<file path="src/sv/bdh_pkg.sv">
// ----------------------------------------------------------------------------
// bdh_pkg: shared types and constants of the button debouncer
// Register indexes, reset values and the structs passed between modules.
// ----------------------------------------------------------------------------
`timescale 1ns / 1ps
`default_nettype none

package bdh_pkg;

  localparam int unsigned TimeWidthDefault = 32;
  localparam int unsigned NowWidth         = 32;
  localparam int unsigned DurWidth         = 16;
  localparam int unsigned CfgIdxWidth      = 8;
  localparam int unsigned CfgDataWidth     = 16;

  localparam logic [DurWidth-1:0] DebounceTimeReset = 16'd50;
  localparam logic [DurWidth-1:0] HoldTimeReset     = 16'd1000;
  localparam logic                PullupReset       = 1'b1;
  localparam logic                InvertedReset     = 1'b0;
  localparam logic                IdleLevelReset    = PullupReset ^ InvertedReset;

  typedef enum logic [CfgIdxWidth-1:0] {
    CfgDebounceTime   = 8'd0,
    CfgHoldTime       = 8'd1,
    CfgPullupMode     = 8'd2,
    CfgPolarityInvert = 8'd3
  } cfg_idx_e;

  typedef struct packed {
    logic [DurWidth-1:0] debounce_time;
    logic [DurWidth-1:0] hold_time;
    logic                pullup_mode;
    logic                polarity_invert;
  } cfg_t;

  typedef struct packed {
    logic pushed_event;
    logic released_event;
    logic held_event;
    logic any_change;
    logic is_pressed;
  } result_t;

endpackage

`default_nettype wire

</file>
<file path="src/sv/bdh_if.sv">
// ----------------------------------------------------------------------------
// bdh_if: channel interfaces of the button debouncer
// Pin sample channel, result channel and configuration write channel.
// ----------------------------------------------------------------------------
`timescale 1ns / 1ps
`default_nettype none

interface bdh_in_if;
  logic                          valid;
  logic                          ready;
  logic                          pin_level;
  logic [bdh_pkg::NowWidth-1:0]  now_time;

  modport source (output valid, output pin_level, output now_time, input ready);
  modport sink (input valid, input pin_level, input now_time, output ready);
endinterface

interface bdh_out_if;
  logic valid;
  logic ready;
  logic pushed_event;
  logic released_event;
  logic held_event;
  logic any_change;
  logic is_pressed;

  modport source (output valid, output pushed_event, output released_event,
                  output held_event, output any_change, output is_pressed, input ready);
  modport sink (input valid, input pushed_event, input released_event,
                input held_event, input any_change, input is_pressed, output ready);
endinterface

interface bdh_cfg_if;
  logic                              valid;
  logic                              ready;
  logic [bdh_pkg::CfgIdxWidth-1:0]   index;
  logic [bdh_pkg::CfgDataWidth-1:0]  data;

  modport source (output valid, output index, output data, input ready);
  modport sink (input valid, input index, input data, output ready);
endinterface

`default_nettype wire

</file>
<file path="src/sv/bdh_engine.sv">
// ----------------------------------------------------------------------------
// bdh_engine: debounce and hold state update
// Holds the debounce and hold timers and the debounced level, and updates
// them for one pin sample whenever the enable is high.
// ----------------------------------------------------------------------------
`timescale 1ns / 1ps
`default_nettype none

module bdh_engine #(
  parameter int unsigned TimeWidth = bdh_pkg::TimeWidthDefault
) (
  input  wire logic                          clk_i,
  input  wire logic                          rst_ni,
  input  wire logic                          en_i,
  input  wire logic                          level_i,
  input  wire logic [bdh_pkg::NowWidth-1:0]  now_i,
  input  wire bdh_pkg::cfg_t                 cfg_i,
  output bdh_pkg::result_t                   res_o
);

  localparam int unsigned CmpWidth =
    (TimeWidth > bdh_pkg::DurWidth) ? TimeWidth : bdh_pkg::DurWidth;

  logic                         cand_q, cand_d;
  logic                         stable_q, stable_d;
  logic                         deb_run_q, deb_run_d;
  logic [TimeWidth-1:0]         deb_start_q, deb_start_d;
  logic [bdh_pkg::DurWidth-1:0] deb_len_q, deb_len_d;
  logic                         hold_run_q, hold_run_d;
  logic [TimeWidth-1:0]         hold_start_q, hold_start_d;
  logic [bdh_pkg::DurWidth-1:0] hold_len_q, hold_len_d;

  logic [TimeWidth-1:0] now_t;
  logic [TimeWidth-1:0] deb_diff;
  logic [TimeWidth-1:0] hold_diff;
  logic                 deb_expired;
  logic                 hold_expired;
  logic                 polarity;
  logic                 pressed_new;
  logic                 pushed;
  logic                 released;
  logic                 held;

  assign now_t    = TimeWidth'(now_i);
  assign polarity = cfg_i.pullup_mode ^ cfg_i.polarity_invert;
  assign deb_diff = now_t - deb_start_q;
  assign deb_expired = deb_run_q &&
    (CmpWidth'(deb_diff) >= CmpWidth'(deb_len_q));

  always_comb begin
    cand_d       = cand_q;
    stable_d     = stable_q;
    deb_run_d    = deb_run_q;
    deb_start_d  = deb_start_q;
    deb_len_d    = deb_len_q;
    hold_run_d   = hold_run_q;
    hold_start_d = hold_start_q;
    hold_len_d   = hold_len_q;
    pushed       = 1'b0;
    released     = 1'b0;
    held         = 1'b0;

    if ((stable_q != level_i) && !deb_run_q) begin
      cand_d      = level_i;
      deb_run_d   = 1'b1;
      deb_start_d = now_t;
      deb_len_d   = cfg_i.debounce_time;
    end else if (deb_expired) begin
      deb_run_d = 1'b0;
      if (cand_q == level_i) begin
        stable_d = level_i;
        if (level_i ^ polarity) begin
          hold_run_d   = 1'b1;
          hold_start_d = now_t;
          hold_len_d   = cfg_i.hold_time;
          pushed       = 1'b1;
        end else begin
          hold_run_d = 1'b0;
          released   = 1'b1;
        end
      end
    end

    // The hold check sees the timer as left by this sample's debounce update.
    pressed_new  = stable_d ^ polarity;
    hold_diff    = now_t - hold_start_d;
    hold_expired = hold_run_d &&
      (CmpWidth'(hold_diff) >= CmpWidth'(hold_len_d));
    if (pressed_new && hold_expired) begin
      hold_run_d = 1'b0;
      held       = 1'b1;
    end
  end

  always_ff @(posedge clk_i or negedge rst_ni) begin
    if (!rst_ni) begin
      cand_q       <= bdh_pkg::IdleLevelReset;
      stable_q     <= bdh_pkg::IdleLevelReset;
      deb_run_q    <= 1'b0;
      deb_start_q  <= '0;
      deb_len_q    <= '0;
      hold_run_q   <= 1'b0;
      hold_start_q <= '0;
      hold_len_q   <= '0;
    end else if (en_i) begin
      cand_q       <= cand_d;
      stable_q     <= stable_d;
      deb_run_q    <= deb_run_d;
      deb_start_q  <= deb_start_d;
      deb_len_q    <= deb_len_d;
      hold_run_q   <= hold_run_d;
      hold_start_q <= hold_start_d;
      hold_len_q   <= hold_len_d;
    end
  end

  always_comb begin
    res_o.pushed_event   = pushed;
    res_o.released_event = released;
    res_o.held_event     = held;
    res_o.any_change     = pushed | released | held;
    res_o.is_pressed     = pressed_new;
  end

endmodule

`default_nettype wire

</file>
<file path="src/sv/button_debounce_hold_detector_core.sv">
// ----------------------------------------------------------------------------
// button_debounce_hold_detector_core: button debouncer with long-press events
// A sample goes from the input register through the engine into the result
// register and waits while that is full and unread. Throughput: one sample per
// cycle while out_o.ready is high; the state update is one pass of compares.
// Reset: timers stop, the debounced level goes idle, config registers reload.
// ----------------------------------------------------------------------------
`timescale 1ns / 1ps
`default_nettype none

module button_debounce_hold_detector_core #(
  parameter int unsigned TIME_WIDTH = bdh_pkg::TimeWidthDefault
) (
  input  wire logic  clk_i,
  input  wire logic  rst_ni,
  bdh_in_if.sink     in_i,
  bdh_out_if.source  out_o,
  bdh_cfg_if.sink    cfg_i
);

  bdh_pkg::cfg_t                 cfg_q, cfg_d;
  logic                          in_vld_q;
  logic                          in_level_q;
  logic [bdh_pkg::NowWidth-1:0]  in_now_q;
  logic                          out_vld_q;
  bdh_pkg::result_t              out_res_q;
  bdh_pkg::result_t              eng_res;
  logic                          advance;
  logic                          in_take;

  // Configuration registers.
  assign cfg_i.ready = 1'b1;

  always_comb begin
    cfg_d = cfg_q;
    if (cfg_i.valid) begin
      unique case (bdh_pkg::cfg_idx_e'(cfg_i.index))
        bdh_pkg::CfgDebounceTime:   cfg_d.debounce_time   = cfg_i.data;
        bdh_pkg::CfgHoldTime:       cfg_d.hold_time       = cfg_i.data;
        bdh_pkg::CfgPullupMode:     cfg_d.pullup_mode     = cfg_i.data[0];
        bdh_pkg::CfgPolarityInvert: cfg_d.polarity_invert = cfg_i.data[0];
        default:                    cfg_d = cfg_q;
      endcase
    end
  end

  always_ff @(posedge clk_i or negedge rst_ni) begin
    if (!rst_ni) begin
      cfg_q.debounce_time   <= bdh_pkg::DebounceTimeReset;
      cfg_q.hold_time       <= bdh_pkg::HoldTimeReset;
      cfg_q.pullup_mode     <= bdh_pkg::PullupReset;
      cfg_q.polarity_invert <= bdh_pkg::InvertedReset;
    end else begin
      cfg_q <= cfg_d;
    end
  end

  // Input register feeds the engine; the result register decouples the sink.
  assign advance    = in_vld_q && (!out_vld_q || out_o.ready);
  assign in_i.ready = !in_vld_q || advance;
  assign in_take    = in_i.valid && in_i.ready;

  always_ff @(posedge clk_i or negedge rst_ni) begin
    if (!rst_ni) begin
      in_vld_q  <= 1'b0;
      out_vld_q <= 1'b0;
    end else begin
      if (in_i.ready) begin
        in_vld_q <= in_i.valid;
      end
      if (advance) begin
        out_vld_q <= 1'b1;
      end else if (out_o.ready) begin
        out_vld_q <= 1'b0;
      end
    end
  end

  always_ff @(posedge clk_i) begin
    if (in_take) begin
      in_level_q <= in_i.pin_level;
      in_now_q   <= in_i.now_time;
    end
    if (advance) begin
      out_res_q <= eng_res;
    end
  end

  bdh_engine #(
    .TimeWidth (TIME_WIDTH)
  ) u_engine (
    .clk_i   (clk_i),
    .rst_ni  (rst_ni),
    .en_i    (advance),
    .level_i (in_level_q),
    .now_i   (in_now_q),
    .cfg_i   (cfg_q),
    .res_o   (eng_res)
  );

  assign out_o.valid          = out_vld_q;
  assign out_o.pushed_event   = out_res_q.pushed_event;
  assign out_o.released_event = out_res_q.released_event;
  assign out_o.held_event     = out_res_q.held_event;
  assign out_o.any_change     = out_res_q.any_change;
  assign out_o.is_pressed     = out_res_q.is_pressed;

`ifndef SYNTHESIS
  a_push_release_excl: assert property (@(posedge clk_i) disable iff (!rst_ni)
    out_vld_q |-> !(out_res_q.pushed_event && out_res_q.released_event))
    else $error("push and release reported together");

  a_any_change: assert property (@(posedge clk_i) disable iff (!rst_ni)
    out_vld_q |-> (out_res_q.any_change == (out_res_q.pushed_event ||
      out_res_q.released_event || out_res_q.held_event)))
    else $error("any_change does not match the event flags");

  a_event_level: assert property (@(posedge clk_i) disable iff (!rst_ni)
    (out_vld_q && (out_res_q.pushed_event || out_res_q.held_event)) |->
      out_res_q.is_pressed)
    else $error("push or hold reported while not pressed");

  a_input_kept: assert property (@(posedge clk_i) disable iff (!rst_ni)
    (in_vld_q && !advance) |=> (in_vld_q && $stable(in_now_q)))
    else $error("pending sample lost before processing");
`endif

endmodule

`default_nettype wire
</file>
<file path="src/flat_wrapper.sv">
// flat-port wrapper written by rule: the top's interface ports become plain ports
module button_debounce_hold_detector_core_flat 
#(
  parameter int unsigned TIME_WIDTH = bdh_pkg::TimeWidthDefault
)
  (clk_i, rst_ni, in_i_valid, in_i_pin_level, in_i_now_time, in_i_ready, out_o_valid, out_o_pushed_event, out_o_released_event, out_o_held_event, out_o_any_change, out_o_is_pressed, out_o_ready, cfg_i_valid, cfg_i_index, cfg_i_data, cfg_i_ready);
  bdh_in_if in_i_i ();
  bdh_out_if out_o_i ();
  bdh_cfg_if cfg_i_i ();
  input  wire logic clk_i;
  input  wire logic rst_ni;
  input wire logic [$bits(in_i_i.valid)-1:0] in_i_valid;
  input wire logic [$bits(in_i_i.pin_level)-1:0] in_i_pin_level;
  input wire logic [$bits(in_i_i.now_time)-1:0] in_i_now_time;
  output wire logic [$bits(in_i_i.ready)-1:0] in_i_ready;
  output wire logic [$bits(out_o_i.valid)-1:0] out_o_valid;
  output wire logic [$bits(out_o_i.pushed_event)-1:0] out_o_pushed_event;
  output wire logic [$bits(out_o_i.released_event)-1:0] out_o_released_event;
  output wire logic [$bits(out_o_i.held_event)-1:0] out_o_held_event;
  output wire logic [$bits(out_o_i.any_change)-1:0] out_o_any_change;
  output wire logic [$bits(out_o_i.is_pressed)-1:0] out_o_is_pressed;
  input wire logic [$bits(out_o_i.ready)-1:0] out_o_ready;
  input wire logic [$bits(cfg_i_i.valid)-1:0] cfg_i_valid;
  input wire logic [$bits(cfg_i_i.index)-1:0] cfg_i_index;
  input wire logic [$bits(cfg_i_i.data)-1:0] cfg_i_data;
  output wire logic [$bits(cfg_i_i.ready)-1:0] cfg_i_ready;
  assign in_i_i.valid = in_i_valid;
  assign in_i_i.pin_level = in_i_pin_level;
  assign in_i_i.now_time = in_i_now_time;
  assign in_i_ready = in_i_i.ready;
  assign out_o_valid = out_o_i.valid;
  assign out_o_pushed_event = out_o_i.pushed_event;
  assign out_o_released_event = out_o_i.released_event;
  assign out_o_held_event = out_o_i.held_event;
  assign out_o_any_change = out_o_i.any_change;
  assign out_o_is_pressed = out_o_i.is_pressed;
  assign out_o_i.ready = out_o_ready;
  assign cfg_i_i.valid = cfg_i_valid;
  assign cfg_i_i.index = cfg_i_index;
  assign cfg_i_i.data = cfg_i_data;
  assign cfg_i_ready = cfg_i_i.ready;
  button_debounce_hold_detector_core #(.TIME_WIDTH(TIME_WIDTH)) u_core (.clk_i(clk_i), .rst_ni(rst_ni), .in_i(in_i_i), .out_o(out_o_i), .cfg_i(cfg_i_i));
endmodule
</file>
<file path="config.mk">
export PLATFORM = sky130hd
export DESIGN_NAME = button_debounce_hold_detector_core_flat
export DESIGN_NICKNAME = d
export VERILOG_FILES = /design/src/sv/bdh_pkg.sv /design/src/sv/bdh_if.sv /design/src/sv/bdh_engine.sv /design/src/sv/button_debounce_hold_detector_core.sv /design/src/flat_wrapper.sv
export SDC_FILE = /design/constraint.sdc
export NUM_CORES = 1
export LEC_CHECK = 0
export ABC_AREA = 1
export BUFFER_PORTS_ARGS = -buffer_cell sky130_fd_sc_hd__buf_2
export CAP_MARGIN = 20
export CORE_MARGIN = 1.5
export CORE_UTILIZATION = 65
export DETAILED_ROUTE_END_ITERATION = 10
export PLACE_DENSITY = 0.95
export SETUP_SLACK_MARGIN = 0.1
export SYNTH_ARGS = -nofsm -noshare
export SYNTH_HDL_FRONTEND = slang
export SYNTH_HIERARCHICAL = 1
export SYNTH_SLANG_ARGS = --single-unit
</file>
<file path="constraint.sdc">
create_clock -name clk_i -period 18.2 [get_ports clk_i]
set_input_delay 1.82 -clock clk_i [delete_from_list [all_inputs] [get_ports clk_i]]
set_output_delay 1.82 -clock clk_i [all_outputs]
set_load 0.005 [all_outputs]
</file>
==> out/qor.yml <==
status: "completed"
fin_crit_ns: 8.27
ys_types: 47
rsz0062_at_grt: "no"
synthArstFlopShare: 0.782
cts_root_buffer: "clkbuf_16"
io_buffers: 68
die_y_um: 142
power.share.switching: 0.493
period_share: 0.454
antenna_found_initial: 0
row_count: 50
wirelength_mm: 35.1
synthAdderAreaFrac: 0.0941
min-delay-start: "u_core/cfg_q[7]"
power_frac_seq: 0.248
place_congestion: 0.971
cts_resized: 0
vias: 12181
critPathBufInv: 3
syn-instance-count: 1802
power.leakage_nw: 7.37
yosys.area.top_type: "dfrtp_1"
track_usage: 0.362
drive_above_1_share: 0.0837
h-tree-depth: 4
viasPerCell: 5.73
rrSetupSlack_ns: 9.93
grt_start_max_net_pins: 97
hold_viol_final: 0
grt_pass1_vias: 11424
die_area_um2: 20100
p_int_w: 0.00121
grt_pass1_wl_mm: 56.4
synth_mux_area_frac: 0.00180
max-cap-violations: 0
yosysSeqAreaShare: 0.364
synth_compound_area_frac: 0.107
yosys_warnings: 6
final_nets: 2006
synth_area_um2: 12500
clockBufferDepth: 2
fin_ws_ns: 9.93
drt_iter0_drc: 1469
reg2reg_depth: 46
cpPeakStageDelay_ns: 0.47
synthFlopType: "dfrtp_1"
worst_slew_pin_slew_ns: 0.947
clkSlewWorstSetupHoldPaths_ns: 0.08
drtPass1Iterations: 6
core_area_um2: 18800
post_drt_wl_per_cell_um: 16.5
drc: 0
initial_core_util: 0.665
endpoint_kind: "flip-flop"
path_max_fanout: 63
cts_tree: "built"
whs_path_depth: 2
dpl_cell_area_um2: 13000
area_growth_pct: 8.90
synthTopCellsByArea: "dfrtp_1, nand2_1, inv_1, edfxtp_1, ha_1"
worstPathArrival_ns: 8.45
p_sw_w: 0.00118
holdBufCountCts: 0
fin_tns_setup_ns: 0
cp.required_ns: 18.38
clockPowerShare: 0.159
path_class: "flip-flop to flip-flop"
critPathSlowestCell: "edfxtp_1"
syn-num-nets: 1957
fp.dieW_um: 142
setup_violations: 0
clkSinkCount: 174
hpwlAfterDp_mm: 26.0
clock_skew_ns: 0.0188
clock_latency_ns: 0.45
yosysMostFrequentCell: "nand2_1"
dp_slack_ns: 10.16
ys_ff_latch: 174
p_comb_frac: 0.593
yosys.area_share.simple: 0.296
synth_xor_area_frac: 0.0231
critPathTopFamily: "simple AND/OR/NAND/NOR gates"
r2r_end: "u_core/out_o.any_change"
synth_edf_count: 38
syn_avg_cell_area_um2: 6.95
ir_drop_v: 0.000107
slew_violations: 0
max_clock_freq_ghz: 0.121
synth_top_area_frac: 0.248
path_depth: 46
ant_nets: 0
num_io_pins: 70
slew_headroom: 0.369
r2r-start: "u_core/in_now_q[9]"
gr-total-overflow: 0
post_synth_most_frequent_cells: "nand2_1, inv_1, o21ai_0"
min_path_type: "flip-flop to flip-flop"
start_kind: "flip-flop"
min_to: "u_core/cfg_q[7]"
cts_setup_buffers: 0
power.density_nw_per_um2: 175
design_area_um2: 13600
synth_top_family_by_area: "simple AND/OR/NAND/NOR gates"
cts_buffers: 17
diodes: 0
power groups by stage:
stage | Combinational [W] | Clock [W] | Sequential, W
2_1_floorplan | 0.00103 | 0 | 0.000569
3_3_place_gp | 0.00130 | 0 | 0.000582
3_5_place_dp | 0.00135 | 0 | 0.000590
4_1_cts | 0.00138 | 0.000381 | 0.000588
5_1_grt | 0.00160 | 0.000398 | 0.000601
6_report | 0.00142 | 0.000379 | 0.000591
cell type report:
| cell class | count | area [µm²] |
|---|---|---|
| inverter | 321 | 1200 |
| timing repair buffer | 73 | 397 |
| fill | 1455 | 5190 |
| tap | 260 | 325 |
| clock buffer | 17 | 425 |
| clock inverter | 15 | 191 |
| sequential | 174 | 4560 |
| multi-input combinational | 1264 | 6540 |
worst max path at each step:
stage / to / startpoint / slack (ns)
global placement: u_core/out_o.any_change / u_core/in_now_q[12] / 10.32
global route: u_core/out_o.any_change / u_core/in_now_q[9] / 9.07
CTS: u_core/out_o.any_change / u_core/in_now_q[9] / 10.08
detailed placement: u_core/out_o.any_change / u_core/in_now_q[10] / 10.16
finish: u_core/out_o.any_change / u_core/in_now_q[9] / 9.93
floorplan: u_core/out_o.held_event / u_core/in_now_q[10] / 11.56
routing by layer:
| metal | part of all wire | global-route usage | routed length (µm) |
|---|---|---|---|
| met5 | 0 | 0 | 0 |
| met4 | 0.041 | 0.150 | 1430 |
| met3 | 0.092 | 0.0688 | 3220 |
| met2 | 0.46 | 0.585 | 16100 |
| met1 | 0.41 | 0.480 | 14300 |
state kept, by name, indices dropped and copies added, names as in the netlist:
name	count
u_core/cfg_q	34
u_core/in_level_q	1
u_core/in_now_q	32
u_core/in_vld_q	1
u_core/out_o.any_change	1
u_core/out_o.held_event	1
u_core/out_o.is_pressed	1
u_core/out_o.pushed_event	1
u_core/out_o.released_event	1
u_core/out_o.valid	1
u_core/u_engine/cand_q	1
u_core/u_engine/deb_len_q	16
u_core/u_engine/deb_run_q	1
u_core/u_engine/deb_start_q	32
u_core/u_engine/hold_len_q	16
u_core/u_engine/hold_run_q	1
u_core/u_engine/hold_start_q	32
u_core/u_engine/stable_q	1
worst reg2reg max path: cells and delay by family (launching register included):
kind | cells | cell delay (ns)
xor gates and xnor gates | 2 | 0.37
buffers and inverters | 3 | 0.62
AOI/OAI and AO/OA | 11 | 1.71
adders and majority gates | 5 | 1.55
and+or+nand+nor | 25 | 3.27
DFF | 1 | 0.47
layout by cell type (no fill, tap or decap), types with 3 or more instances in the layout:
cell type,instances
xor2_1,23
buf_2,67
clkbuf_16,17
nand2_4,3
edfxtp_1,38
o21ai_0,147
o21bai_1,4
nand3_1,94
o21ai_1,3
and2_1,4
dfstp_2,12
clkinv_8,3
xnor2_1,10
nor2_2,4
nor3_1,18
o21a_1,3
nand3b_1,12
nor2_1,115
a21o_1,3
nand3_2,5
dfrtp_1,124
nand2_1,586
o211ai_1,6
nand4_1,19
ha_1,91
inv_1,315
a21oi_1,78
inv_8,6
a211oi_1,5
inv_2,6
inv_12,3
nand2_2,10
buf_4,4
metrics by stage:
step / std cells / total power, W / hold slack (ns) / utilization
final: 2124 / 0.00239 / 0.469 / 0.725
after CTS: 2123 / 0.00235 / 0.469 / 0.724
after global placement: 2091 / 0.00188 / 0.453 / 0.691
after floorplan: 1802 / 0.00160 / 0.438 / -
after detailed placement: 2091 / 0.00194 / 0.459 / 0.691
after global routing: 2124 / 0.00259 / 0.486 / 0.725
cell families (layout without fill, tap and decap cells):
family / Yosys count / after routing
other: 1 / 1
flip-flops: 174 / 174
XOR/XNOR: 33 / 33
adder cells (fa/ha/maj): 93 / 93
buffers and inverters: 364 / 426
AND/OR/NAND/NOR: 881 / 881
multiplexers: 2 / 2
AO/OA/AOI/OAI: 254 / 254
Note: power is estimated with default switching activity, not from simulation.
